### src/rtl/core/fsdc_pkg.sv
// fsdc_pkg: constants and the stage record shared by the fuzzy speed and direction controller
// no dependencies; used by fsdc_fuzzify, fsdc_div_cell and the top level
package fsdc_pkg;

  // field widths
  localparam int unsigned DistW  = 16;
  localparam int unsigned AngW   = 16;
  localparam int unsigned SpeedW = 14;
  localparam int unsigned DirW   = 16;

  // divider geometry: quotient magnitude never exceeds 1.0 in Q1.14
  localparam int unsigned QuoW   = 15;
  localparam int unsigned DenW   = 15;
  localparam int unsigned MagW   = 14;
  localparam int unsigned FracW  = 14;
  localparam int unsigned DivSteps = QuoW;

  // distance breakpoints, Q12.4
  localparam logic [DistW-1:0] DistB1 = 16'd320;
  localparam logic [DistW-1:0] DistB3 = 16'd960;

  // speed results at the saturated ends and the ramp offset, Q6.8
  localparam logic [SpeedW-1:0] SpeedSlow = 14'd2560;
  localparam logic [SpeedW-1:0] SpeedFast = 14'd12800;

  // angle breakpoints, degrees times 128, with headroom for the affine terms
  localparam int unsigned AngXW = 19;
  localparam logic signed [AngXW-1:0] AngB1  = 19'sd5760;
  localparam logic signed [AngXW-1:0] AngB2  = 19'sd11520;
  localparam logic signed [AngXW-1:0] AngB3  = 19'sd17280;
  localparam logic signed [AngXW-1:0] AngB4  = 19'sd23040;
  localparam logic signed [AngXW-1:0] AngOne = 19'sd11520;
  localparam logic signed [AngXW-1:0] AngMidNum = 19'sd28800;
  localparam logic signed [AngXW-1:0] AngMidDen = 19'sd51840;
  localparam logic signed [AngXW-1:0] AngTopDen = 19'sd34560;

  // one item as it moves along the divider row
  typedef struct packed {
    logic              valid;
    logic [DenW-1:0]   rem;
    logic [QuoW-1:0]   dvd;
    logic [QuoW-1:0]   quo;
    logic [DenW-1:0]   den;
    logic              neg;
    logic [SpeedW-1:0] speed;
  } cell_t;

endpackage

### src/rtl/core/fsdc_fuzzify.sv
// fsdc_fuzzify: membership evaluation and the first register of the row
// depends on fsdc_pkg; feeds the first fsdc_div_cell
module fsdc_fuzzify (
  input  logic                         clk_i,
  input  logic                         rst_ni,
  input  logic                         start_i,
  input  logic [fsdc_pkg::DistW-1:0]   distance_i,
  input  logic signed [fsdc_pkg::AngW-1:0] heading_angle_i,
  output fsdc_pkg::cell_t              cell_o
);
  import fsdc_pkg::*;

  logic signed [AngXW-1:0] ang;
  logic signed [AngXW-1:0] mag_full;
  logic signed [AngXW-1:0] den_full;
  logic                    neg;
  logic signed [AngXW-1:0] mid_num;
  logic [SpeedW-1:0]       speed;
  logic [MagW-1:0]         mag;
  cell_t                   cell_d;
  logic                    valid_q;
  cell_t                   pay_q;

  // speed: memberships always sum to one, so the weighted mean is a clamped ramp
  always_comb begin
    if (distance_i <= DistB1) begin
      speed = SpeedSlow;
    end else if (distance_i >= DistB3) begin
      speed = SpeedFast;
    end else begin
      speed = {distance_i[9:0], 4'b0000} - SpeedSlow;
    end
  end

  // direction: signed numerator magnitude and membership sum per angle segment
  always_comb begin
    ang      = {{(AngXW-AngW){heading_angle_i[AngW-1]}}, heading_angle_i};
    mid_num  = (ang <<< 1) - AngMidNum;
    mag_full = AngOne;
    den_full = AngOne;
    neg      = 1'b1;
    if (ang <= AngB1) begin
      mag_full = AngOne;
      den_full = AngOne;
      neg      = 1'b1;
    end else if (ang <= AngB2) begin
      mag_full = AngB3 - ang;
      den_full = (ang <<< 1) + ang - AngB1;
      neg      = 1'b1;
    end else if (ang < AngB3) begin
      neg      = mid_num[AngXW-1];
      mag_full = neg ? -mid_num : mid_num;
      den_full = AngMidDen - (ang <<< 1);
    end else if (ang < AngB4) begin
      mag_full = ang - AngB2;
      den_full = AngTopDen - ang;
      neg      = 1'b0;
    end else begin
      mag_full = AngOne;
      den_full = AngOne;
      neg      = 1'b0;
    end
    mag = mag_full[MagW-1:0];
  end

  // dividend is mag scaled by 2^14; the top bits seed the partial remainder
  always_comb begin
    cell_d.valid = start_i;
    cell_d.rem   = {{(DenW-MagW+1){1'b0}}, mag[MagW-1:1]};
    cell_d.dvd   = {mag[0], {FracW{1'b0}}};
    cell_d.quo   = '0;
    cell_d.den   = den_full[DenW-1:0];
    cell_d.neg   = neg;
    cell_d.speed = speed;
  end

  // item valid flag
  always_ff @(posedge clk_i or negedge rst_ni) begin
    if (!rst_ni) begin
      valid_q <= 1'b0;
    end else begin
      valid_q <= cell_d.valid;
    end
  end

  // payload register
  always_ff @(posedge clk_i) begin
    pay_q <= cell_d;
  end

  always_comb begin
    cell_o       = pay_q;
    cell_o.valid = valid_q;
  end

endmodule

### src/rtl/core/fsdc_div_cell.sv
// fsdc_div_cell: one restoring division step, one quotient bit per cell
// depends on fsdc_pkg; chained by the top level
module fsdc_div_cell (
  input  logic            clk_i,
  input  logic            rst_ni,
  input  fsdc_pkg::cell_t cell_i,
  output fsdc_pkg::cell_t cell_o
);
  import fsdc_pkg::*;

  logic [DenW:0] trial;
  logic [DenW:0] diff;
  logic          take;
  cell_t         cell_d;
  logic          valid_q;
  cell_t         pay_q;

  // shift in the next dividend bit and try the subtract
  always_comb begin
    trial        = {cell_i.rem, cell_i.dvd[QuoW-1]};
    diff         = trial - {1'b0, cell_i.den};
    take         = (trial >= {1'b0, cell_i.den});
    cell_d       = cell_i;
    cell_d.rem   = take ? diff[DenW-1:0] : trial[DenW-1:0];
    cell_d.dvd   = {cell_i.dvd[QuoW-2:0], 1'b0};
    cell_d.quo   = {cell_i.quo[QuoW-2:0], take};
  end

  // item valid flag
  always_ff @(posedge clk_i or negedge rst_ni) begin
    if (!rst_ni) begin
      valid_q <= 1'b0;
    end else begin
      valid_q <= cell_i.valid;
    end
  end

  // payload register
  always_ff @(posedge clk_i) begin
    pay_q <= cell_d;
  end

  always_comb begin
    cell_o       = pay_q;
    cell_o.valid = valid_q;
  end

endmodule

### src/rtl/core/fuzzy_speed_direction_controller_top.sv
// fuzzy_speed_direction_controller_top: fuzzy speed and steering controller
// depends on fsdc_pkg, fsdc_fuzzify and fsdc_div_cell
//
// Takes one item per clock cycle (busy_o is always low) and returns its speed and
// direction at the end of the row, marked by done_o for a single cycle; the receiver has
// no way to stall, so results must be taken as they come. The row holds one
// register for membership evaluation, fifteen division cells that each settle one
// quotient bit of the direction, and one output register. Speed is computed at the
// front and rides along the row. Items are independent.
module fuzzy_speed_direction_controller_top (
  input  logic                                clk_i,
  input  logic                                rst_ni,
  input  logic                                start_i,
  output logic                                busy_o,
  input  logic [fsdc_pkg::DistW-1:0]          distance_i,
  input  logic signed [fsdc_pkg::AngW-1:0]    heading_angle_i,
  output logic                                done_o,
  output logic [fsdc_pkg::SpeedW-1:0]         speed_o,
  output logic signed [fsdc_pkg::DirW-1:0]    direction_o
);
  import fsdc_pkg::*;

  cell_t             chain [DivSteps+1];
  logic [DirW-1:0]   dir_mag;
  logic [DirW-1:0]   dir_d;
  logic              done_q;
  logic [SpeedW-1:0] speed_q;
  logic [DirW-1:0]   dir_q;

  assign busy_o = 1'b0;

  // membership evaluation
  fsdc_fuzzify u_fuzzify (
    .clk_i          (clk_i),
    .rst_ni         (rst_ni),
    .start_i        (start_i),
    .distance_i     (distance_i),
    .heading_angle_i(heading_angle_i),
    .cell_o         (chain[0])
  );

  // row of division cells
  for (genvar g = 0; g < DivSteps; g++) begin : g_cell
    fsdc_div_cell u_cell (
      .clk_i (clk_i),
      .rst_ni(rst_ni),
      .cell_i(chain[g]),
      .cell_o(chain[g+1])
    );
  end

  // restore the sign; truncation toward zero falls out of sign-magnitude
  always_comb begin
    dir_mag = {{(DirW-QuoW){1'b0}}, chain[DivSteps].quo};
    dir_d   = chain[DivSteps].neg ? (~dir_mag + 1'b1) : dir_mag;
  end

  // result strobe
  always_ff @(posedge clk_i or negedge rst_ni) begin
    if (!rst_ni) begin
      done_q <= 1'b0;
    end else begin
      done_q <= chain[DivSteps].valid;
    end
  end

  // result payload
  always_ff @(posedge clk_i) begin
    speed_q <= chain[DivSteps].speed;
    dir_q   <= dir_d;
  end

  assign done_o      = done_q;
  assign speed_o     = speed_q;
  assign direction_o = dir_q;

endmodule

### config.mk
export PLATFORM = sky130hd
export DESIGN_NAME = fuzzy_speed_direction_controller_top
export DESIGN_NICKNAME = d
export VERILOG_FILES = /design/src/rtl/core/fsdc_pkg.sv /design/src/rtl/core/fsdc_fuzzify.sv /design/src/rtl/core/fsdc_div_cell.sv /design/src/rtl/core/fuzzy_speed_direction_controller_top.sv
export SDC_FILE = /design/constraint.sdc
export NUM_CORES = 1
export LEC_CHECK = 0
export BUFFER_PORTS_ARGS = -buffer_cell sky130_fd_sc_hd__buf_2
export CAP_MARGIN = 0
export CORE_AREA = 3 3 266 268
export DETAILED_ROUTE_END_ITERATION = 8
export DIE_AREA = 0 0 269 271
export PLACE_DENSITY_LB_ADDON = 0.3
export SLEW_MARGIN = 20
export SYNTH_ARGS = -nofsm -noshare
export SYNTH_HDL_FRONTEND = slang
export SYNTH_HIERARCHICAL = 1
export SYNTH_SLANG_ARGS = --single-unit
### constraint.sdc
create_clock -name clk_i -period 4.1 [get_ports clk_i]
set_clock_uncertainty 0.15 [all_clocks]
set_input_delay 0.41 -clock clk_i [delete_from_list [all_inputs] [get_ports clk_i]]
set_output_delay 0.41 -clock clk_i [all_outputs]
set_load 0.005 [all_outputs]
## Word level (Yosys, flattened, before mapping)

Cells that the tools add are included.

- Bits in registers: 856
- Input port bits: 35
- Output and inout bits: 32
- Word-level logic and storage cells: 185

- Add/subtract/negate cells: 24
- Magnitude comparators: 21
- Multiplexer cells: 24
- Bitwise logic cells: 1
- Reductions and logical operators: 2

Operator list:

| kind | count |
|---|---|
| 15-bit two-way mux | 17 |
| 16-bit by 15-bit >= comparator with 1-bit output | 14 |
| 15-bit subtractor | 13 |
| 14-bit two-way mux | 6 |
| 16-bit < comparator (second input constant) | 2 |
| 17-bit by 16-bit subtractor with 18-bit output (second input constant) | 1 |
| 16-bit by 1-bit adder with 16-bit output (second input constant) | 1 |
| 16-bit by 10-bit >= comparator with 1-bit output (second input constant) | 1 |
| 16-bit by 14-bit <= comparator with 1-bit output (second input constant) | 1 |
| 16-bit by 15-bit <= comparator with 1-bit output (second input constant) | 1 |
| 16-bit by 9-bit <= comparator with 1-bit output (second input constant) | 1 |
| 15-bit inverter with 16-bit output | 1 |
| 15-bit adder | 1 |
| 14-bit by 15-bit >= comparator with 1-bit output | 1 |
| 12-bit by 15-bit subtractor with 15-bit output (first input constant) | 1 |
| 14-bit by 15-bit subtractor with 15-bit output | 1 |
| 15-bit by 14-bit subtractor with 15-bit output (second input constant) | 1 |
| 15-bit subtractor (first input constant) | 1 |
| 14-bit negation | 1 |
| 11-bit by 14-bit subtractor with 14-bit output (first input constant) | 1 |
| 14-bit by 12-bit subtractor with 14-bit output (second input constant) | 1 |
| 14-bit subtractor (second input constant) | 1 |
| 2-bit OR reduction | 2 |
| 1-bit two-way mux | 1 |

## Logic depth before layout (Yosys ltp)

Gate-level depths: netlist (run 1).

- Word-level depth: 5
- Gate-level depth with buffers: 12
- Gate-level depth less buffers: 10

## Cells and area by module

Netlist (run 1), hierarchy kept.

By module, submodules not included:

| module | times used | cells an instance | area an instance (µm²) | seq. area each (µm²) |
|---|---|---|---|---|
| fsdc_div_cell at g_cell[12].u_cell ... | 10 | 219 | 2592.5 | 1506.4 |
| fsdc_div_cell at g_cell[0].u_cell ... | 4 | 210 | 2591.2 | 1506.4 |
| fsdc_fuzzify | 1 | 490 | 4025.1 | 805.8 |
| fsdc_div_cell at g_cell[6].u_cell | 1 | 217 | 2575.0 | 1506.4 |
| fuzzy_speed_direction_controller_top | 1 | 78 | 985.9 | 625.6 |

## Least setup slack after synthesis (run 1)

Ideal clock, no wire load.

- Kind: reg-to-reg
- Start point: register u_fuzzify.pay_q (netlist bit u_fuzzify/cell_o[15])
- End point: register g_cell[0].u_cell.pay_q (netlist bit g_cell[0].u_cell/cell_o[67])
- Setup time: 0.121 ns
- Arrival time: 2.620 ns
- Required time: 3.829 ns
- Slack: 1.209 ns
- Cell stages (with the launch flop): 13
- Buffers on the path: 2
- Cells stage by stage: dfxtp_1 buf_4 inv_1 ha_1 fa_1 nand2b_1 a21oi_2 nor2_2 o21a_4 o31a_4 o31ai_4 buf_12 mux2_4

RTL lines:

| item | line | text |
|---|---|---|
| start, declared | fsdc_fuzzify.sv:22 | `cell_t pay_q;` |
| start signal, assigned | fsdc_fuzzify.sv:88 | `pay_q <= cell_d;` |
| end signal, assigned | fsdc_div_cell.sv:40 | `pay_q <= cell_d;` |
| end, declared | fsdc_div_cell.sv:16 | `cell_t pay_q;` |

==> qor.log, run 1 <==
INFO  clock_tree     cts-htree-levels=3
INFO  grt            global_route.peak_usage_layer=met2
INFO  clock_tree     cts_tree=done
INFO  setup_path     end_kind=flop
INFO  timing         hold_viol_final=0
INFO  grt            global_route.usage.met2=33.6%
INFO  setup_path     critical_path.max_fanout=9
INFO  timing         tightestPinTransition=0.866ns
INFO  placement      io_buffers=65
INFO  routing        drt_pre_antenna_iters=5
INFO  die            die_height=271µm
INFO  finish         antenna-diode-count=0
INFO  timing         slew_viol_final=0
INFO  flow_run       max_cap_viol_count=0
INFO  timing         rsz0062_at_grt=false
INFO  placement      placement.cell_area=38900µm²
INFO  clock_tree     cts.sink_count=956
INFO  grt            grt_pass1_vias=23320
INFO  routing        route.detailed.wl_per_inst=15.5µm
INFO  grt            globalRouteOverflowTotal=0
INFO  logic_synthesis average_footprint_of_a_synthesized_cell=11.1µm²
INFO  grt            global_route.usage.total=19.3%
INFO  clock_tree     cts-root-to-sink-buffers=3
INFO  timing         period_share=77.9%
INFO  die            initial_cell_density_of_the_core=55.7%
INFO  clock_tree     clk_root_buffer_cell=sky130_fd_sc_hd__clkbuf_16
INFO  finish         layout-area-overhead-vs-synth=10.9%
INFO  grt            global_route.usage.met3=3.11%
INFO  timing         fmaxAchievable=0.313GHz
INFO  finish         drive_above_1_share=13.8%
INFO  timing         setup_viol=0
INFO  grt            grt_util_met1=24.0%
INFO  finish         finish.utilization=61.8%
INFO  clock_tree     worst_setup_hold_path_clk_slew=0.07ns
INFO  placement      dpl.hpwl=51.5mm
INFO  grt            grt_start_max_net_pins=29
INFO  timing         setup_slack=0.906ns
INFO  finish         final_cell_area_excluding_filler_cells=42400µm²
INFO  placement      detailedPlace.worstSlack=0.885ns
INFO  timing         slew-limit-headroom=42.3%
INFO  power_and_ir_drop pwr_density_cell=892nW/µm²
INFO  routing        route.detailed.vias_per_inst=5.23
INFO  power_and_ir_drop vdd.ir_drop.worst=0.398mV
INFO  setup_path     r2r_cells=11
INFO  die            rows=96
INFO  finish         nets=3877
INFO  die            io_pins=67
INFO  routing        route.antenna.remaining_nets=0
INFO  hold_path      whs_path_depth=3
INFO  clock_tree     inserted_clock_buffers=92
INFO  routing        dr_vias=23762
INFO  routing        drc_errors=0
INFO  clock_tree     worst_skew_late_latency=0.67ns
INFO  status         run_status=completed
INFO  logic_synthesis synth_area=38200µm²
INFO  routing        totalWireLength=70.5mm
INFO  routing        drt_iter0_markers=1315
INFO  logic_synthesis postSynthCellCount=3451
INFO  die            floorplan.die.width=269µm
INFO  timing         fin_setup_tns=0ns
INFO  setup_path     cp.required=4.48ns
INFO  setup_path     arrival=3.58ns
INFO  die            floorplan.die_area=72900µm²
INFO  clock_tree     post_cts_buffers=0
INFO  grt            grt_antenna_before_repair=1
INFO  power_and_ir_drop total_power_consumption=37800µW
INFO  placement      last_weighted_congestion_value_of_the_routability_driven_placer=0.895
INFO  power_and_ir_drop p_leak=0.0185µW
INFO  hold_path      worst_hold_path_type=in -> reg
INFO  logic_synthesis ys.warnings.count=6
INFO  setup_path     timing.critical_path.from_type=flop
INFO  setup_path     critical_path_class=reg -> reg
INFO  grt            grt_first_pass_wirelength=115mm
INFO  die            core_area=68600µm²
INFO  timing         period_minus_slack=3.19ns
-- stage by stage --
step	instances	hold slack [ns]
after floorplan	3470	-0.0356
after global placement	4357	0.160
after detailed placement	4357	0.162
after CTS	4547	0.00533
after global routing	4547	0.0665
final	4547	0.0544
-- per-layer routing --
metal / vias up / routed length [µm]
met5: - / 0
met4: 0 / 2100
met3: 134 / 2990
met2: 502 / 34300
met1: 11027 / 31100
li1: 12099 / -
-- worst max-delay path, cell delays in order (launching register included) --
cell,delay [ns]
sky130_fd_sc_hd__dfxtp_1,0.30
sky130_fd_sc_hd__inv_1,0.05
sky130_fd_sc_hd__ha_1,0.21
sky130_fd_sc_hd__fa_1,0.41
sky130_fd_sc_hd__nand2b_1,0.19
sky130_fd_sc_hd__a21oi_2,0.17
sky130_fd_sc_hd__nor2_2,0.08
sky130_fd_sc_hd__o21a_4,0.23
sky130_fd_sc_hd__o31a_4,0.11
sky130_fd_sc_hd__o31ai_4,0.52
sky130_fd_sc_hd__buf_4,0.29
sky130_fd_sc_hd__mux2_2,0.35
-- path summary, 6_finish.rpt --
path | start | endpoint | slack (ns)
setup / recovery | g_cell[9].u_cell/cell_o[59]$_DFF_P_ | g_cell[10].u_cell/cell_o[62]$_DFF_P_ | 0.91
hold / removal | heading_angle_i[8] | u_fuzzify/cell_o[67]$_SDFF_PP1_ | 0.05
setup reg to reg | g_cell[9].u_cell/cell_o[59]$_DFF_P_ | g_cell[10].u_cell/cell_o[62]$_DFF_P_ | 0.91
hold reg to reg | g_cell[6].u_cell/cell_o[52]$_DFF_P_ | g_cell[7].u_cell/cell_o[53]$_DFF_P_ | 0.17
max in group asynchronous | rst_ni | g_cell[8].u_cell/valid_q$_DFF_PN0_ | 3.46
min in group asynchronous | rst_ni | g_cell[2].u_cell/valid_q$_DFF_PN0_ | 0.08
-- area by class of cell --
class | count | area (µm²)
fill | 5455 | 26200
tap | 931 | 1160
timing repair buffer | 102 | 653
multi-input combinational | 2072 | 16800
clock buffer | 120 | 2580
clock inverter | 50 | 731
inverter | 316 | 1190
sequential | 956 | 19200
-- cell usage in the layout, fill, tap and decap left out, drive strengths merged, types with 20 or more instances in the layout --
cell type / instances
nand2b: 54
conb: 21
nand3: 63
ha: 286
a31oi: 32
xor2: 37
nand4: 41
mux2: 171
a21oi: 175
dlygate4sd3: 20
nor2: 140
o21a: 56
xnor2: 151
a211oi: 34
inv: 319
clkbuf: 120
nand2: 186
o211ai: 26
nor2b: 42
dfxtp: 939
o31ai: 20
mux2i: 46
buf: 82
nor3: 20
clkinv: 30
o21ai: 139
a21o: 40
-- where the power goes --
| group | leakage (µW) | total (µW) | internal (µW) | switching [µW] |
|---|---|---|---|---|
| clock network | 0.00160 | 8800 | 5160 | 3640 |
| logic | 0.00887 | 16300 | 8140 | 8190 |
| registers | 0.00801 | 12700 | 11500 | 1140 |
| total | 0.0185 | 37800 | 24800 | 13000 |
-- what timing repair did --
| action | 4_1_cts | 5_1_grt |
|---|---|---|
| hold buffers | 20 | 0 |
| gates resized for setup | 0 | 0 |
| hold endpoints to repair | 33 | 0 |
| endpoints found under the setup margin | 0 | 0 |
-- sequential cells by signal (all words and copies together), names as in the netlist --
name,flops
direction_o,16
done_o,1
g_cell.u_cell/cell_o,870
g_cell.u_cell/valid_q,15
speed_o,14
u_fuzzify/cell_o,39
u_fuzzify/valid_q,1
No activity file was read; power rests on OpenSTA's default activity.
==> run 2, diff against run 1 <==
CORE_AREA = 3 3 280 282   (was 3 3 266 268)
DIE_AREA = 0 0 283 285   (was 0 0 269 271)
clock period = 2.8 ns   (was 4.1 ns; I/O delays follow)
==> run 2 against run 1 <==
  * Register-to-register slack worse by 0.88 ns
  * Combinational power up 54%
  * First-iteration DRC count up 5.4%
  * Die area up 11%
  * Wire length up 3.5%
  * Via count up 0.90%
  * Critical path depth unchanged
  * Worst setup slack worse by 0.88 ns
  * Critical path type unchanged
==> qor.log, run 2 (synthesis results as in run 1) <==
INFO  status         run_status=completed
INFO  die            io_pins=67
INFO  clock_tree     worst_setup_hold_path_clk_slew=0.06ns
INFO  routing        drc_errors=0
INFO  setup_path     r2r_cells=11
INFO  clock_tree     cts.sink_count=956
INFO  hold_path      worst_hold_path_type=in -> reg
INFO  routing        route.antenna.remaining_nets=0
INFO  die            floorplan.die_area=80700µm²
INFO  placement      dpl.hpwl=53.6mm
INFO  die            floorplan.die.width=283µm
INFO  power_and_ir_drop pwr_density_cell=1290nW/µm²
INFO  finish         final_common_cell=sky130_fd_sc_hd__dfxtp_1
INFO  routing        drt_pre_antenna_iters=6
INFO  setup_path     timing.critical_path.from_type=flop
INFO  setup_path     crit-reg2reg-capture=g_cell[0].u_cell/cell_o[71]$_DFF_P_
INFO  die            rows=101
INFO  finish         nets=3967
INFO  setup_path     critical_path_class=reg -> reg
INFO  hold_path      whs_path_depth=4
INFO  clock_tree     clk_root_buffer_cell=sky130_fd_sc_hd__clkbuf_16
INFO  power_and_ir_drop switching_share=34.4%
INFO  power_and_ir_drop pwr-share-seq=33.2%
INFO  routing        route.detailed.vias_per_inst=5.06
INFO  timing         period_minus_slack=2.78ns
INFO  timing         fmaxAchievable=0.360GHz
INFO  placement      last_weighted_congestion_value_of_the_routability_driven_placer=0.918
INFO  finish         ff_latch_area=19200µm²
INFO  setup_path     arrival=3.17ns
INFO  finish         final_cell_mix=sky130_fd_sc_hd__dfxtp_1, sky130_fd_sc_hd__inv_1, sky130_fd_sc_hd__ha_1
INFO  finish         final_cell_area_excluding_filler_cells=43500µm²
INFO  hold_path      hold-path-endpoint=u_fuzzify/cell_o[68]$_SDFF_PP0_
INFO  setup_path     worst_r2r_startpoint=u_fuzzify/cell_o[15]$_SDFF_PP0_
INFO  grt            grt_first_pass_wirelength=118mm
INFO  setup_path     cp.required=3.19ns
INFO  routing        totalWireLength=72.9mm
INFO  power_and_ir_drop power.clock.fraction=22.0%
INFO  routing        dr_vias=23975
INFO  timing         tightestPinTransition=0.730ns
INFO  finish         multiInputGateArea=17000µm²
INFO  finish         largest_reg_flops=870
INFO  finish         fill_cells=6393
INFO  flow_run       max_cap_viol_count=0
INFO  grt            globalRouteOverflowTotal=0
INFO  placement      detailedPlace.worstSlack=-0.00113ns
INFO  clock_tree     cts-htree-levels=3
INFO  grt            grt_start_max_net_pins=21
INFO  power_and_ir_drop power_switching=19300µW
INFO  setup_path     reg2reg_slack=0.02ns
INFO  finish         antenna-diode-count=0
INFO  timing         hold_viol_final=0
INFO  routing        route.detailed.wl_per_inst=15.4µm
INFO  placement      io_buffers=65
INFO  power_and_ir_drop cell_internal_pwr=36800µW
INFO  timing         rsz0062_at_grt=true
INFO  setup_path     critical_path.max_fanout=8
INFO  die            initial_cell_density_of_the_core=50.3%
INFO  timing         setup_slack=0.0235ns
INFO  hold_path      hp-start=heading_angle_i[15]
INFO  timing         slew-limit-headroom=51.2%
INFO  placement      placement.cell_area=39600µm²
INFO  die            die_height=285µm
INFO  timing         slew_viol_final=0
INFO  timing         period_share=99.2%
INFO  power_and_ir_drop p_comb_share=44.8%
INFO  timing         setup_viol=0
INFO  die            core_area=75900µm²
INFO  grt            global_route.usage.total=17.6%
INFO  clock_tree     cts-root-to-sink-buffers=3
INFO  finish         layout-area-overhead-vs-synth=13.9%
INFO  finish         drive_above_1_share=16.4%
INFO  clock_tree     cts_tree=done
INFO  routing        drt_iter0_markers=1386
INFO  clock_tree     worst_skew_late_latency=0.66ns
INFO  power_and_ir_drop p_leak=0.0190µW
INFO  timing         whs=0.0602ns
INFO  clock_tree     inserted_clock_buffers=90
INFO  grt            grt_pass1_vias=23748
INFO  grt            grt_antenna_before_repair=0
INFO  power_and_ir_drop vdd.ir_drop.worst=0.583mV
INFO  setup_path     end_kind=flop
==> run 2: layout make-up <==
class / instances / share of cell area (%)
multi-input combinational: 2072 / 39.2
clock buffer: 124 / 5.86
timing repair buffer: 194 / 3.73
tap: 1030 / 2.96
clock inverter: 42 / 1.35
sequential: 956 / 44.2
inverter: 316 / 2.73
==> run 2: how the worst max path moves through the flow <==
| stage | start | end |
|---|---|---|
| 2_1_floorplan | u_fuzzify/cell_o[15]$_SDFF_PP0_ | g_cell[0].u_cell/cell_o[67]$_DFF_P_ |
| 6_report | u_fuzzify/cell_o[15]$_SDFF_PP0_ | g_cell[0].u_cell/cell_o[71]$_DFF_P_ |
| 5_1_grt | heading_angle_i[8] | u_fuzzify/cell_o[63]$_SDFF_PP0_ |
| 4_1_cts | g_cell[9].u_cell/cell_o[59]$_DFF_P_ | g_cell[10].u_cell/cell_o[66]$_DFF_P_ |
| 3_3_place_gp | g_cell[9].u_cell/cell_o[59]$_DFF_P_ | g_cell[10].u_cell/cell_o[62]$_DFF_P_ |
| 3_5_place_dp | heading_angle_i[2] | u_fuzzify/cell_o[27]$_SDFF_PP0_ |
==> run 2: through the flow <==
stage / total power, µW / instances / utilization, % / setup TNS [ns]
3_5_place_dp: 43200 / 4521 / 52.2 / -0.00113
2_1_floorplan: 38700 / 3470 / - / 0
3_3_place_gp: 42800 / 4521 / 52.2 / 0
5_1_grt: 59900 / 4734 / 57.3 / -0.724
6_report: 56100 / 4734 / 57.3 / 0
4_1_cts: 55900 / 4724 / 56.8 / -0.0504
==> run 2: what timing repair did <==
item | CTS | global route
pin swaps | 0 | 18
buffers inserted | 2 | 6
hold buffers | 35 | 0
gates cloned | 0 | 4
endpoints found under the setup margin | 13 | 141
hold endpoints to repair | 41 | 0
gates resized for setup | 0 | 54
==> run 2: metal layers <==
| layer | share of wire (%) | vias up | track usage (%) |
|---|---|---|---|
| met5 | 0 | - | 0 |
| met4 | 2.8 | 0 | 6.56 |
| met3 | 3.4 | 150 | 2.25 |
| met2 | 49 | 462 | 31.4 |
| met1 | 45 | 11088 | 21.7 |
| li1 | - | 12275 | - |
==> run 2: critical path, cell delays in order (launching register included) <==
cell                        delay (ns)
sky130_fd_sc_hd__dfxtp_4          0.37
sky130_fd_sc_hd__inv_4            0.04
sky130_fd_sc_hd__ha_4             0.16
sky130_fd_sc_hd__fa_2             0.36
sky130_fd_sc_hd__nand2b_4         0.16
sky130_fd_sc_hd__a21oi_4          0.19
sky130_fd_sc_hd__nor2_4           0.05
sky130_fd_sc_hd__o21a_4           0.21
sky130_fd_sc_hd__o31a_4           0.11
sky130_fd_sc_hd__o31ai_4          0.35
sky130_fd_sc_hd__clkbuf_16        0.23
sky130_fd_sc_hd__mux2_4           0.29
==> run 2: power by group through the flow <==
stage	combinational (µW)	clock, µW	sequential [µW]
finish	25100	12400	18600
global route	27700	13300	18900
CTS	24500	12700	18700
detailed placement	24200	0	19000
global placement	23800	0	19000
floorplan	20700	0	18100
